## src/rtl/assert_macros.svh

```systemverilog
// Assertion macros used by the estimator RTL.
`ifndef ASSERT_MACROS_SVH
`define ASSERT_MACROS_SVH

// Check a property on every rising clk edge outside reset.
`define LCE_ASSERT(label, prop, msg) \
    label: assert property (@(posedge clk) disable iff (!rst_n) (prop)) else $error(msg);

// Check that a condition never holds outside reset.
`define LCE_NEVER(label, cond, msg) \
    label: assert property (@(posedge clk) disable iff (!rst_n) !(cond)) else $error(msg);

`endif

```

## src/rtl/lce_pkg.sv

```systemverilog
// Types and constants of the line compressibility estimator.
`default_nettype none

package lce_pkg;

    localparam int LINE_WORDS = 8;
    localparam int WORD_BYTES = 8;

    typedef logic [63:0]        word_t;
    typedef logic signed [3:0]  flits_t;
    typedef logic [2:0]         delta_t;
    typedef logic [3:0]         byte_cnt_t;
    typedef logic [6:0]         line_cnt_t;

    // Policy register codes; the spare code behaves like POLICY_BOTH
    typedef enum logic [1:0] {
        POLICY_DELTA = 2'd0,
        POLICY_ZERO  = 2'd1,
        POLICY_BOTH  = 2'd2
    } policy_t;

endpackage

`default_nettype wire

```

## src/rtl/lce_if.sv

```systemverilog
// Valid/ready channel interfaces for cache lines and estimates.
`default_nettype none

interface lce_line_if;
    logic           valid;
    logic           ready;
    lce_pkg::word_t word0;
    lce_pkg::word_t word1;
    lce_pkg::word_t word2;
    lce_pkg::word_t word3;
    lce_pkg::word_t word4;
    lce_pkg::word_t word5;
    lce_pkg::word_t word6;
    lce_pkg::word_t word7;

    modport source (
        output valid, word0, word1, word2, word3, word4, word5, word6, word7,
        input  ready
    );
    modport sink (
        input  valid, word0, word1, word2, word3, word4, word5, word6, word7,
        output ready
    );
endinterface

interface lce_est_if;
    logic            valid;
    logic            ready;
    lce_pkg::flits_t flits_saved;
    logic            chose_zero;
    lce_pkg::delta_t delta_saved;
    lce_pkg::flits_t zero_saved;

    modport source (
        output valid, flits_saved, chose_zero, delta_saved, zero_saved,
        input  ready
    );
    modport sink (
        input  valid, flits_saved, chose_zero, delta_saved, zero_saved,
        output ready
    );
endinterface

`default_nettype wire

```

## src/rtl/line_compressibility_estimator.sv

```systemverilog
// Top level: three-stage pipelined delta / zero-content compression estimator.
//
//  channel    dir  handshake           payload
//  line_in    in   valid/ready         word0..word7, 64 bits each
//  est_out    out  valid/ready         flits_saved, chose_zero, delta_saved, zero_saved
//  cfg        in   cfg_we (no ready)   cfg_wdata: policy, 2 bits
//
// An accepted item passes through the stage 1, stage 2 and stage 3 registers in turn before it leaves.
// One item per cycle sustained while est_out.ready is high.
// Stage 1 does the byte compares and the per-word nonzero byte counts, stage 2 the match and nonzero counts,
// stage 3 the ratios, the zero-content formula and the policy choice.
// Each stage holds its item while the next one is full and stalled.
// Reset clears the stage valid bits and sets the policy to delta only.
`default_nettype none
`include "assert_macros.svh"

module line_compressibility_estimator (
    input  wire logic       clk,
    input  wire logic       rst_n,
    input  wire logic       cfg_we,
    input  wire logic [1:0] cfg_wdata,
    lce_line_if.sink        line_in,
    lce_est_if.source       est_out
);

    localparam int NW = lce_pkg::LINE_WORDS;
    localparam int NB = lce_pkg::WORD_BYTES;

    lce_pkg::policy_t policy_reg;

    // Stage 1 registers
    logic                s1_valid_reg;
    logic [NW-2:0]       s1_m2_reg;
    logic [NW-2:0]       s1_m4_reg;
    logic [NW-2:0]       s1_m6_reg;
    lce_pkg::byte_cnt_t  s1_nz_reg [NW];
    logic [NW-2:0]       s1_m2_next;
    logic [NW-2:0]       s1_m4_next;
    logic [NW-2:0]       s1_m6_next;
    lce_pkg::byte_cnt_t  s1_nz_next [NW];

    // Stage 2 registers
    logic                s2_valid_reg;
    logic [2:0]          s2_c2_reg;
    logic [2:0]          s2_c4_reg;
    logic [2:0]          s2_c6_reg;
    lce_pkg::line_cnt_t  s2_nz_reg;
    logic [2:0]          s2_c2_next;
    logic [2:0]          s2_c4_next;
    logic [2:0]          s2_c6_next;
    lce_pkg::line_cnt_t  s2_nz_next;

    // Stage 3 (output) registers
    logic                s3_valid_reg;
    lce_pkg::flits_t     s3_flits_reg;
    logic                s3_chose_reg;
    lce_pkg::delta_t     s3_delta_reg;
    lce_pkg::flits_t     s3_zero_reg;
    lce_pkg::flits_t     s3_flits_next;
    logic                s3_chose_next;
    lce_pkg::delta_t     s3_delta_next;
    lce_pkg::flits_t     s3_zero_next;

    logic                s1_ready;
    logic                s2_ready;
    logic                s3_ready;
    lce_pkg::word_t      words [NW];

    // Advance a stage when it is empty or the next stage takes its item
    assign s3_ready      = !s3_valid_reg || est_out.ready;
    assign s2_ready      = !s2_valid_reg || s3_ready;
    assign s1_ready      = !s1_valid_reg || s2_ready;
    assign line_in.ready = s1_ready;

    // Hold the policy register
    always_ff @(posedge clk or negedge rst_n)
    begin
        if (!rst_n)
        begin
            policy_reg <= lce_pkg::POLICY_DELTA;
        end
        else if (cfg_we)
        begin
            policy_reg <= lce_pkg::policy_t'(cfg_wdata);
        end
    end

    // Gather the line words
    always_comb
    begin
        words[0] = line_in.word0;
        words[1] = line_in.word1;
        words[2] = line_in.word2;
        words[3] = line_in.word3;
        words[4] = line_in.word4;
        words[5] = line_in.word5;
        words[6] = line_in.word6;
        words[7] = line_in.word7;
    end

    // Stage 1: compare upper bytes with the base and count nonzero bytes per word
    always_comb
    begin
        for (int k = 1; k < NW; k++)
        begin
            s1_m2_next[k-1] = (words[k][63:16] == words[0][63:16]);
            s1_m4_next[k-1] = (words[k][63:32] == words[0][63:32]);
            s1_m6_next[k-1] = (words[k][63:48] == words[0][63:48]);
        end
        for (int k = 0; k < NW; k++)
        begin
            s1_nz_next[k] = '0;
            for (int j = 0; j < NB; j++)
            begin
                s1_nz_next[k] = s1_nz_next[k]
                    + lce_pkg::byte_cnt_t'(words[k][8*j +: 8] != 8'h00);
            end
        end
    end

    always_ff @(posedge clk or negedge rst_n)
    begin
        if (!rst_n)
        begin
            s1_valid_reg <= 1'b0;
        end
        else if (s1_ready)
        begin
            s1_valid_reg <= line_in.valid;
        end
    end

    always_ff @(posedge clk)
    begin
        if (s1_ready && line_in.valid)
        begin
            s1_m2_reg <= s1_m2_next;
            s1_m4_reg <= s1_m4_next;
            s1_m6_reg <= s1_m6_next;
            s1_nz_reg <= s1_nz_next;
        end
    end

    // Stage 2: count matching words and nonzero bytes of the line
    always_comb
    begin
        s2_c2_next = '0;
        s2_c4_next = '0;
        s2_c6_next = '0;
        for (int k = 0; k < NW-1; k++)
        begin
            s2_c2_next = s2_c2_next + 3'(s1_m2_reg[k]);
            s2_c4_next = s2_c4_next + 3'(s1_m4_reg[k]);
            s2_c6_next = s2_c6_next + 3'(s1_m6_reg[k]);
        end
        s2_nz_next = '0;
        for (int k = 0; k < NW; k++)
        begin
            s2_nz_next = s2_nz_next + lce_pkg::line_cnt_t'(s1_nz_reg[k]);
        end
    end

    always_ff @(posedge clk or negedge rst_n)
    begin
        if (!rst_n)
        begin
            s2_valid_reg <= 1'b0;
        end
        else if (s2_ready)
        begin
            s2_valid_reg <= s1_valid_reg;
        end
    end

    always_ff @(posedge clk)
    begin
        if (s2_ready && s1_valid_reg)
        begin
            s2_c2_reg <= s2_c2_next;
            s2_c4_reg <= s2_c4_next;
            s2_c6_reg <= s2_c6_next;
            s2_nz_reg <= s2_nz_next;
        end
    end

    // Stage 3: ratios, zero-content estimate and policy choice
    logic [5:0] s3_c2x6;
    logic [2:0] s3_s75;
    logic [2:0] s3_s50;
    logic [2:0] s3_s25;
    logic [9:0] s3_nz7;
    logic [5:0] s3_saved_bytes;
    logic       s3_delta_wins;

    always_comb
    begin
        // (c*6)/8, (c*4)/8 and (c*2)/8, truncated
        s3_c2x6 = {1'b0, s2_c2_reg, 2'b00} + {2'b00, s2_c2_reg, 1'b0};
        s3_s75  = s3_c2x6[5:3];
        s3_s50  = {1'b0, s2_c4_reg[2:1]};
        s3_s25  = {2'b00, s2_c6_reg[2]};
        s3_delta_next = s3_s25;
        if (s3_s50 > s3_delta_next)
        begin
            s3_delta_next = s3_s50;
        end
        if (s3_s75 > s3_delta_next)
        begin
            s3_delta_next = s3_s75;
        end

        // Bits = 64 + 7 * nonzero, so saved bytes = 56 - (7 * nonzero) / 8
        s3_nz7         = {s2_nz_reg, 3'b000} - {3'b000, s2_nz_reg};
        s3_saved_bytes = 6'd56 - s3_nz7[8:3];
        s3_zero_next   = $signed({1'b0, s3_saved_bytes[5:3]}) - 4'sd1;

        s3_delta_wins = $signed({1'b0, s3_delta_next}) > s3_zero_next;

        unique case (policy_reg)
            lce_pkg::POLICY_DELTA:
            begin
                s3_flits_next = $signed({1'b0, s3_delta_next});
                s3_chose_next = 1'b0;
            end
            lce_pkg::POLICY_ZERO:
            begin
                s3_flits_next = s3_zero_next;
                s3_chose_next = 1'b1;
            end
            default:
            begin
                s3_flits_next = s3_delta_wins ? $signed({1'b0, s3_delta_next})
                                              : s3_zero_next;
                s3_chose_next = !s3_delta_wins;
            end
        endcase
    end

    always_ff @(posedge clk or negedge rst_n)
    begin
        if (!rst_n)
        begin
            s3_valid_reg <= 1'b0;
        end
        else if (s3_ready)
        begin
            s3_valid_reg <= s2_valid_reg;
        end
    end

    always_ff @(posedge clk)
    begin
        if (s3_ready && s2_valid_reg)
        begin
            s3_flits_reg <= s3_flits_next;
            s3_chose_reg <= s3_chose_next;
            s3_delta_reg <= s3_delta_next;
            s3_zero_reg  <= s3_zero_next;
        end
    end

    // Drive the result channel
    assign est_out.valid       = s3_valid_reg;
    assign est_out.flits_saved = s3_flits_reg;
    assign est_out.chose_zero  = s3_chose_reg;
    assign est_out.delta_saved = s3_delta_reg;
    assign est_out.zero_saved  = s3_zero_reg;

    // Checks on the pipeline and the reported result
    `LCE_ASSERT(a_s2_fill, (s1_valid_reg && s2_ready) |=> s2_valid_reg, "stage 2 lost an item")
    `LCE_ASSERT(a_out_fill, (s2_valid_reg && s3_ready) |=> s3_valid_reg, "output lost an item")
    `LCE_ASSERT(a_delta_pick, (est_out.valid && !est_out.chose_zero) |-> (est_out.flits_saved == $signed({1'b0, est_out.delta_saved})), "delta result mismatch")
    `LCE_ASSERT(a_zero_pick, (est_out.valid && est_out.chose_zero) |-> (est_out.flits_saved == est_out.zero_saved), "zero-content result mismatch")
    `LCE_NEVER(a_delta_range, est_out.valid && (est_out.delta_saved > 3'd5), "delta estimate out of range")

endmodule

`default_nettype wire
```

## src/flat_wrapper.sv

```systemverilog
// flat-port wrapper written by rule: the top's interface ports become plain ports
module line_compressibility_estimator_flat 
  (clk, rst_n, cfg_we, cfg_wdata, line_in_valid, line_in_word0, line_in_word1, line_in_word2, line_in_word3, line_in_word4, line_in_word5, line_in_word6, line_in_word7, line_in_ready, est_out_valid, est_out_flits_saved, est_out_chose_zero, est_out_delta_saved, est_out_zero_saved, est_out_ready);
  lce_line_if line_in_i ();
  lce_est_if est_out_i ();
  input  wire logic clk;
  input  wire logic rst_n;
  input  wire logic cfg_we;
  input  wire logic [1:0] cfg_wdata;
  input wire logic [$bits(line_in_i.valid)-1:0] line_in_valid;
  input wire logic [$bits(line_in_i.word0)-1:0] line_in_word0;
  input wire logic [$bits(line_in_i.word1)-1:0] line_in_word1;
  input wire logic [$bits(line_in_i.word2)-1:0] line_in_word2;
  input wire logic [$bits(line_in_i.word3)-1:0] line_in_word3;
  input wire logic [$bits(line_in_i.word4)-1:0] line_in_word4;
  input wire logic [$bits(line_in_i.word5)-1:0] line_in_word5;
  input wire logic [$bits(line_in_i.word6)-1:0] line_in_word6;
  input wire logic [$bits(line_in_i.word7)-1:0] line_in_word7;
  output wire logic [$bits(line_in_i.ready)-1:0] line_in_ready;
  output wire logic [$bits(est_out_i.valid)-1:0] est_out_valid;
  output wire logic [$bits(est_out_i.flits_saved)-1:0] est_out_flits_saved;
  output wire logic [$bits(est_out_i.chose_zero)-1:0] est_out_chose_zero;
  output wire logic [$bits(est_out_i.delta_saved)-1:0] est_out_delta_saved;
  output wire logic [$bits(est_out_i.zero_saved)-1:0] est_out_zero_saved;
  input wire logic [$bits(est_out_i.ready)-1:0] est_out_ready;
  assign line_in_i.valid = line_in_valid;
  assign line_in_i.word0 = line_in_word0;
  assign line_in_i.word1 = line_in_word1;
  assign line_in_i.word2 = line_in_word2;
  assign line_in_i.word3 = line_in_word3;
  assign line_in_i.word4 = line_in_word4;
  assign line_in_i.word5 = line_in_word5;
  assign line_in_i.word6 = line_in_word6;
  assign line_in_i.word7 = line_in_word7;
  assign line_in_ready = line_in_i.ready;
  assign est_out_valid = est_out_i.valid;
  assign est_out_flits_saved = est_out_i.flits_saved;
  assign est_out_chose_zero = est_out_i.chose_zero;
  assign est_out_delta_saved = est_out_i.delta_saved;
  assign est_out_zero_saved = est_out_i.zero_saved;
  assign est_out_i.ready = est_out_ready;
  line_compressibility_estimator u_core (.clk(clk), .rst_n(rst_n), .cfg_we(cfg_we), .cfg_wdata(cfg_wdata), .line_in(line_in_i), .est_out(est_out_i));
endmodule
```

## config.mk

```make
export PLATFORM = sky130hd
export DESIGN_NAME = line_compressibility_estimator_flat
export DESIGN_NICKNAME = d
export VERILOG_FILES = /design/src/rtl/lce_pkg.sv /design/src/rtl/lce_if.sv /design/src/rtl/line_compressibility_estimator.sv /design/src/flat_wrapper.sv
export VERILOG_INCLUDE_DIRS = /design/src /design/src/rtl
export SDC_FILE = /design/constraint.sdc
export NUM_CORES = 1
export LEC_CHECK = 0
export BUFFER_PORTS_ARGS = -buffer_cell sky130_fd_sc_hd__buf_2
export CORE_AREA = 2 2 207 209
export CTS_BUF_LIST = sky130_fd_sc_hd__clkbuf_8
export CTS_CLUSTER_SIZE = 28
export DETAILED_ROUTE_END_ITERATION = 8
export DIE_AREA = 0 0 209 211
export SLEW_MARGIN = 25
export SYNTH_ARGS = -nofsm -noshare
export SYNTH_HDL_FRONTEND = slang
export SYNTH_SLANG_ARGS = --single-unit
```

## constraint.sdc

```tcl
create_clock -name clk -period 4.83 [get_ports clk]
set_clock_uncertainty 0.15 [all_clocks]
set_input_delay 1.2075 -clock clk [delete_from_list [all_inputs] [get_ports clk]]
set_output_delay 1.2075 -clock clk [all_outputs]
set_load 0.005 [all_outputs]
```

# [After elaboration in Yosys (flattened, before gate mapping)]
# Cells that the tools add are included.
[op_classes] addsub=85 mul=0 n_div=0 magnitude_cmp=3 eq_ne=22 n_shift=0 muxes=5 bitwise=0 reduce_logical=75
[ops] op="$reduce_bool A8 Y1" n=64
[ops] op="$eq A48 B48 Y1" n=7
[ops] op="$eq A32 B32 Y1" n=7
[ops] op="$add A4 B1 Y4" n=48
[ops] op="$eq A16 B16 Y1" n=7
[ops] op="$add A3 B1 Y3" n=15
[ops] op="$add A7 B4 Y7" n=6
[ops] op="$add A1 B1 Y2" n=11
[ops] op="$sub A9 B7 Y9" n=1
[ops] op="$pmux W4 S2" n=1
[ops] op="$add A5 B4 Y6" n=1
[ops] op="$sub A6 B6 Y6 const A" n=1
[ops] op="$add A4 B4 Y5" n=1
[ops] op="$gt A4 B4 Y1" n=1
[ops] op="$logic_not A1 Y1" n=4
[ops] op="$mux W4" n=1
[ops] op="$sub A3 B1 Y4 const B" n=1
[ops] op="$gt A3 B3 Y1" n=1
[ops] op="$logic_and A1 B1 Y1" n=3
[ops] op="$logic_or A1 B1 Y1" n=3
[ops] op="$mux W3" n=1
[ops] op="$eq A2 B1 Y1 const B" n=1
[ops] op="$gt A2 B1 Y1" n=1
[ops] op="$logic_not A2 Y1" n=1
[ops] op="2 further kinds" n=2
[word_totals] ff_bits=86 latch_bits=0 mem_bits_rw=0 mem_bits_ro=0 in_bits=519 out_inout_bits=14 word_cells=213 n_memories=0

# [Logic depth before layout (Yosys ltp)]
[logic_depth] depth_word=8 ltp_mapped=23 ltp_nobuf=21

# [Least setup slack after synthesis]
# Ideal clock, no wire load.
[synth_timing] path_kind="reg-to-reg" startpoint="register u_core.s2_nz_reg[4]" endpoint="register u_core.s3_flits_reg[0] (netlist: u_core.est_out.flits_saved[0]), data pin" setup_time_ps=262 arrival_ps=4713 required_ps=4418 path_slack_ps=-295 stages_incl_launch_ff=20 path_buffers=1 synth_period_minus_slack_ps=5125 cell_sequence="edfxtp_1 > clkbuf_1 > inv_1 > ha_1 > or4_1 > a311o_1 > and2_4 > xnor2_2 > ha_1 > xor2_1 > or4_1 > a21oi_1 > a2111o_1 > nor3_4 > inv_1 > ha_1 > a21oi_1 > o22ai_1 > a31oi_4 > mux2_1"
[synth_via] elab_chain_len=6
[synth_rtl] element="start, declared" line_no="line_compressibility_estimator.sv:47" source="lce_pkg::line_cnt_t s2_nz_reg;"
[synth_rtl] element="start signal, assigned" line_no="line_compressibility_estimator.sv:182" source="s2_nz_reg <= s2_nz_next;"
[synth_rtl] element="$sub A9 B7 Y9 (*)" line_no="line_compressibility_estimator.sv:213" source="s3_nz7 = {s2_nz_reg, 3'b000} - {3'b000, s2_nz_reg};"
[synth_rtl] element="$sub A6 B6 Y6 (*)" line_no="line_compressibility_estimator.sv:214" source="s3_saved_bytes = 6'd56 - s3_nz7[8:3];"
[synth_rtl] element="$sub A3 B1 Y4 (*)" line_no="line_compressibility_estimator.sv:215" source="s3_zero_next = $signed({1'b0, s3_saved_bytes[5:3]}) - 4'sd1;"
[synth_rtl] element="via u_core.s3_zero_next[0]" line_no="line_compressibility_estimator.sv:62" source="lce_pkg::flits_t s3_zero_next;"
[synth_rtl] element="$gt A4 B4 Y1" line_no="line_compressibility_estimator.sv:217" source="s3_delta_wins = $signed({1'b0, s3_delta_next}) > s3_zero_next;"
[synth_rtl] element="$mux W4" line_no="line_compressibility_estimator.sv:232" source="s3_flits_next = s3_delta_wins ? $signed({1'b0, s3_delta_next})"
[synth_rtl] element="$pmux W4 S2 (*)" line_no="line_compressibility_estimator.sv:219" source="unique case (policy_reg)"
[synth_rtl] element="via u_core.s3_flits_next[0]" line_no="line_compressibility_estimator.sv:59" source="lce_pkg::flits_t s3_flits_next;"
[synth_rtl] element="end signal, assigned" line_no="line_compressibility_estimator.sv:255" source="s3_flits_reg <= s3_flits_next;"
[synth_rtl] element="end, declared" line_no="line_compressibility_estimator.sv:55" source="lce_pkg::flits_t s3_flits_reg;"
# Mark *: on every way through the listed nets, which the timed path passes. The rest lies on a longest branch.
# A chain may end at the register's enable or synchronous reset.

# [Final worst setup path]
# Ends and elaborated chain as after synthesis.

==> reports/qor.csv <==
metric;value;unit
result of the run;finished, final reports clean;
kind of capture point of the worst setup path;register;
fraction of registers with async set or reset after synthesis;6.02;%
Total Wirelength;47100;um
met2 demand-to-capacity share in global routing;37.6;%
Total Routing Usage GR;20.7;%
number of nets produced by synthesis;1774;
post-route design area;0.0144;sq mm
highest ir drop seen on vdd;0.505;mV
overall die area;0.0441;sq mm
number of placed instances, taps included;2176;
Worst Reg2Reg Path Length in Cells;19;
critical path class;reg -> reg;
latest clock arrival within the worst-skew pair;380;ps
FF+latch count, synth;83;
Power per Cell Area;354;mW/mm^2
arrival time at the worst endpoint;4780;ps
most used routing layer;met2;
CP required;4800;ps
clock root buffer;sky130_fd_sc_hd__clkbuf_8;
overall via count from detail_route;10595;
CP Max Fanout;4;
number of enable flip-flop cells after synthesis;78;
average cell area after synthesis;9.40;sq um
initial standard-cell utilization of the core;25.6;%
placed cell area;0.0140;sq mm
Pleak;6.12;nW
most common flop cell mapped by yosys;sky130_fd_sc_hd__edfxtp_1;
met1 demand-to-capacity share in global routing;24.8;%
Setup WS pre-CTS;-80.3;ps
vias in the first global route;11076;
sequential cell area fraction in the yosys report;23.1;%
Area Growth Syn to Fin;34.7;%
total number of yosys warnings;0;
wire length of the first global-routing pass;67800;um
number of endpoints failing setup at the final stage;0;
top cells by area, synth;sky130_fd_sc_hd__edfxtp_1 22%, sky130_fd_sc_hd__xnor2_1 20%, sky130_fd_sc_hd__fa_1 11%;
number of distinct library cell variants in the gate-level netlist after synthesis;49;
tightest hold margin;347;ps
overflow left after global routing;0;
clock transition at the registers of the reported paths;100;ps
floorplan row count;75;
GPL Wtd Cong;0.973;
M3 GR Usage;2.62;%
H-tree level count;3;
antenna violations before repair;15;
depth of the worst hold-timing path;1;
worst min-delay path category;reg -> reg;
unrepaired setup endpoints after global routing;yes;
cell area after synthesis;0.0107;sq mm
Hold EP;u_core.s2_valid_reg;
final routed DRC violation total;0;
detailed placer's ending HPWL;41600;um
post-synth top area cell;sky130_fd_sc_hd__edfxtp_1;
top-level I/O count;533;
worst setup margin;22.4;ps
count of nets left with antenna violations after detail routing;0;
detailed-router iteration count before antenna repair;4;
worst slew margin relative to its limit;42.2;%
Reg2Reg Launch Point;u_core.s2_nz_reg[4];
crit path launch type;register;
number of hold violations in the final report;0;
# Max-Cap Violations;0;
post-route insts no fill;2209;
routed wire length per instance;21.3;um
via/cell ratio;4.80;
cell count after synthesis;1135;
maximum number of pins on one net before global-route repair;25;
startpoint of the worst hold path;u_core.s1_valid_reg;
CTS buffer count;9;
Final Net Count;2293;
post-route minimum period;4810;ps
IO Port Bufs;532;
Iteration-0 DRC Markers;536;
Yosys top cell area share;21.9;%
die height;211;um
endpoint of the most critical register-to-register path;u_core.est_out.flits_saved[0];
fraction of layout instances using a drive strength above 1;36.5;%
CORE AREA;0.0418;sq mm
fraction of the cycle the final worst path needs;99.5;%
Die Width;209;um
max FFs per register;32;
Final Max Slew Viols;0;
maximum clock rate;0.208;GHz
worst slew pin tran;860;ps
CTS sink count;83;
clock tree buffer depth;2;
CTS tree;yes;
worst reg-to-reg setup slack;20;ps
## where the power goes
| part | internal, mW | total [mW] | switching [mW] | leakage [nW] |
|---|---|---|---|---|
| logic | 1.79 | 3.49 | 1.70 | 5.20 |
| registers | 1.03 | 1.09 | 0.0524 | 0.812 |
| clock network | 0.206 | 0.516 | 0.309 | 0.103 |
| total | 3.03 | 5.09 | 2.06 | 6.12 |
## kinds of logic after synthesis
logic type / after synthesis / synth area share, %
fa+ha+maj: 120 / 18.3
flops: 83 / 23.1
xor+xnor: 360 / 29.6
mux: 10 / 1.09
simple gates: 362 / 19.8
buf+inv: 162 / 5.70
compound gates: 38 / 2.37
## through the flow
stage               total power, mW  utilization (%)  TNS (ps)
global placement               4.14             33.6         0
global route                   5.52             34.4      -558
finish                         5.09             34.4         0
CTS                            4.88             34.2         0
floorplan                      3.24                -         0
detailed placement             4.22             33.6      -209
## area by class of cell
cell class                 count  area (sq um)
fill                        4351         27400
multi-input combinational    890          7720
timing repair buffer         560          2870
sequential                    83          2470
tap                          539           674
inverter                     110           415
clock buffer                   9           124
clock inverter                 7          81.3
antenna                       11          27.5
## metal layers
| metal | share of wire (%) | wire length [um] |
|---|---|---|
| met2 | 51 | 24000 |
| met3 | 4.6 | 2160 |
| met4 | 4.0 | 1900 |
| met1 | 40 | 19000 |
| met5 | 0 | 0 |
## worst max-delay path by stage
stage,from,end,slack [ps]
final,u_core.s2_nz_reg[4],u_core.est_out.flits_saved[0],20
after global routing,u_core.s2_nz_reg[4],u_core.est_out.flits_saved[0],-210
after CTS,u_core.s2_nz_reg[2],u_core.est_out.flits_saved[0],3
after detailed placement,u_core.s2_nz_reg[2],u_core.est_out.flits_saved[0],-80
after global placement,u_core.s2_nz_reg[2],u_core.est_out.flits_saved[0],60
after floorplan,u_core.s2_nz_reg[4],u_core.est_out.flits_saved[0],20
## cell usage in the layout, fill, tap and decap left out, types with 3 or more instances in the layout
| cell type | n |
|---|---|
| sky130_fd_sc_hd__a21oi_1 | 14 |
| sky130_fd_sc_hd__inv_1 | 107 |
| sky130_fd_sc_hd__fa_1 | 60 |
| sky130_fd_sc_hd__and4_1 | 14 |
| sky130_fd_sc_hd__nand2_1 | 66 |
| sky130_fd_sc_hd__diode_2 | 11 |
| sky130_fd_sc_hd__clkbuf_8 | 9 |
| sky130_fd_sc_hd__dfrtp_1 | 5 |
| sky130_fd_sc_hd__nor4_1 | 155 |
| sky130_fd_sc_hd__buf_4 | 28 |
| sky130_fd_sc_hd__a21oi_2 | 4 |
| sky130_fd_sc_hd__ha_1 | 56 |
| sky130_fd_sc_hd__nand4_1 | 59 |
| sky130_fd_sc_hd__mux2_2 | 4 |
| sky130_fd_sc_hd__and2_1 | 3 |
| sky130_fd_sc_hd__xnor2_1 | 245 |
| sky130_fd_sc_hd__xor2_1 | 113 |
| sky130_fd_sc_hd__nand2b_1 | 5 |
| sky130_fd_sc_hd__nor2b_1 | 11 |
| sky130_fd_sc_hd__nand3_1 | 3 |
| sky130_fd_sc_hd__edfxtp_1 | 78 |
| sky130_fd_sc_hd__a21o_1 | 6 |
| sky130_fd_sc_hd__nor2_1 | 20 |
| sky130_fd_sc_hd__mux2i_1 | 3 |
| sky130_fd_sc_hd__or4_1 | 9 |
| sky130_fd_sc_hd__buf_2 | 532 |
| sky130_fd_sc_hd__ha_4 | 3 |
## synth_stat cells (2+ instances only)
| library cell | instances |
|---|---|
| sky130_fd_sc_hd__xnor2_1 | 245 |
| sky130_fd_sc_hd__nor4_1 | 155 |
| sky130_fd_sc_hd__xor2_1 | 114 |
| sky130_fd_sc_hd__inv_1 | 110 |
| sky130_fd_sc_hd__edfxtp_1 | 78 |
| sky130_fd_sc_hd__nand2_1 | 67 |
| sky130_fd_sc_hd__fa_1 | 60 |
| sky130_fd_sc_hd__ha_1 | 60 |
| sky130_fd_sc_hd__nand4_1 | 59 |
| sky130_fd_sc_hd__clkbuf_1 | 47 |
| sky130_fd_sc_hd__nor2_1 | 20 |
| sky130_fd_sc_hd__a21oi_1 | 18 |
| sky130_fd_sc_hd__and4_1 | 14 |
| sky130_fd_sc_hd__nor2b_1 | 11 |
| sky130_fd_sc_hd__or4_1 | 10 |
| sky130_fd_sc_hd__a21o_1 | 6 |
| sky130_fd_sc_hd__buf_1 | 5 |
| sky130_fd_sc_hd__dfrtp_1 | 5 |
| sky130_fd_sc_hd__nand2b_1 | 5 |
| sky130_fd_sc_hd__and2_1 | 4 |
| sky130_fd_sc_hd__mux2_2 | 4 |
| sky130_fd_sc_hd__nand3_1 | 4 |
| sky130_fd_sc_hd__mux2i_1 | 3 |
| sky130_fd_sc_hd__o21ai_0 | 3 |
| sky130_fd_sc_hd__or3_1 | 3 |
| sky130_fd_sc_hd__mux2_4 | 2 |
## repair_timing
action | CTS | global route
hold buffers | 0 | 0
endpoints found under the setup margin | 3 | 4
resized for setup | 4 | 8
pin swaps | 2 | 4
setup buffers | 2 | 4
## worst max-delay path, stage by stage (launching register included)
cell and delay (ps):
sky130_fd_sc_hd__edfxtp_1 440, sky130_fd_sc_hd__inv_4 90, sky130_fd_sc_hd__ha_4 190, sky130_fd_sc_hd__or4bb_1 470, sky130_fd_sc_hd__a311o_1 390, sky130_fd_sc_hd__buf_4 150, sky130_fd_sc_hd__and2_4 170, sky130_fd_sc_hd__xnor2_4 140
sky130_fd_sc_hd__ha_2 230, sky130_fd_sc_hd__xor2_4 160, sky130_fd_sc_hd__or4_4 550, sky130_fd_sc_hd__a21oi_2 120, sky130_fd_sc_hd__a2111o_1 160, sky130_fd_sc_hd__nor3_4 50, sky130_fd_sc_hd__inv_2 70, sky130_fd_sc_hd__ha_4 200
sky130_fd_sc_hd__a21oi_2 170, sky130_fd_sc_hd__o22ai_4 100, sky130_fd_sc_hd__a31oi_4 210, sky130_fd_sc_hd__mux2_1 330
Power figures use the tool's default switching activity.
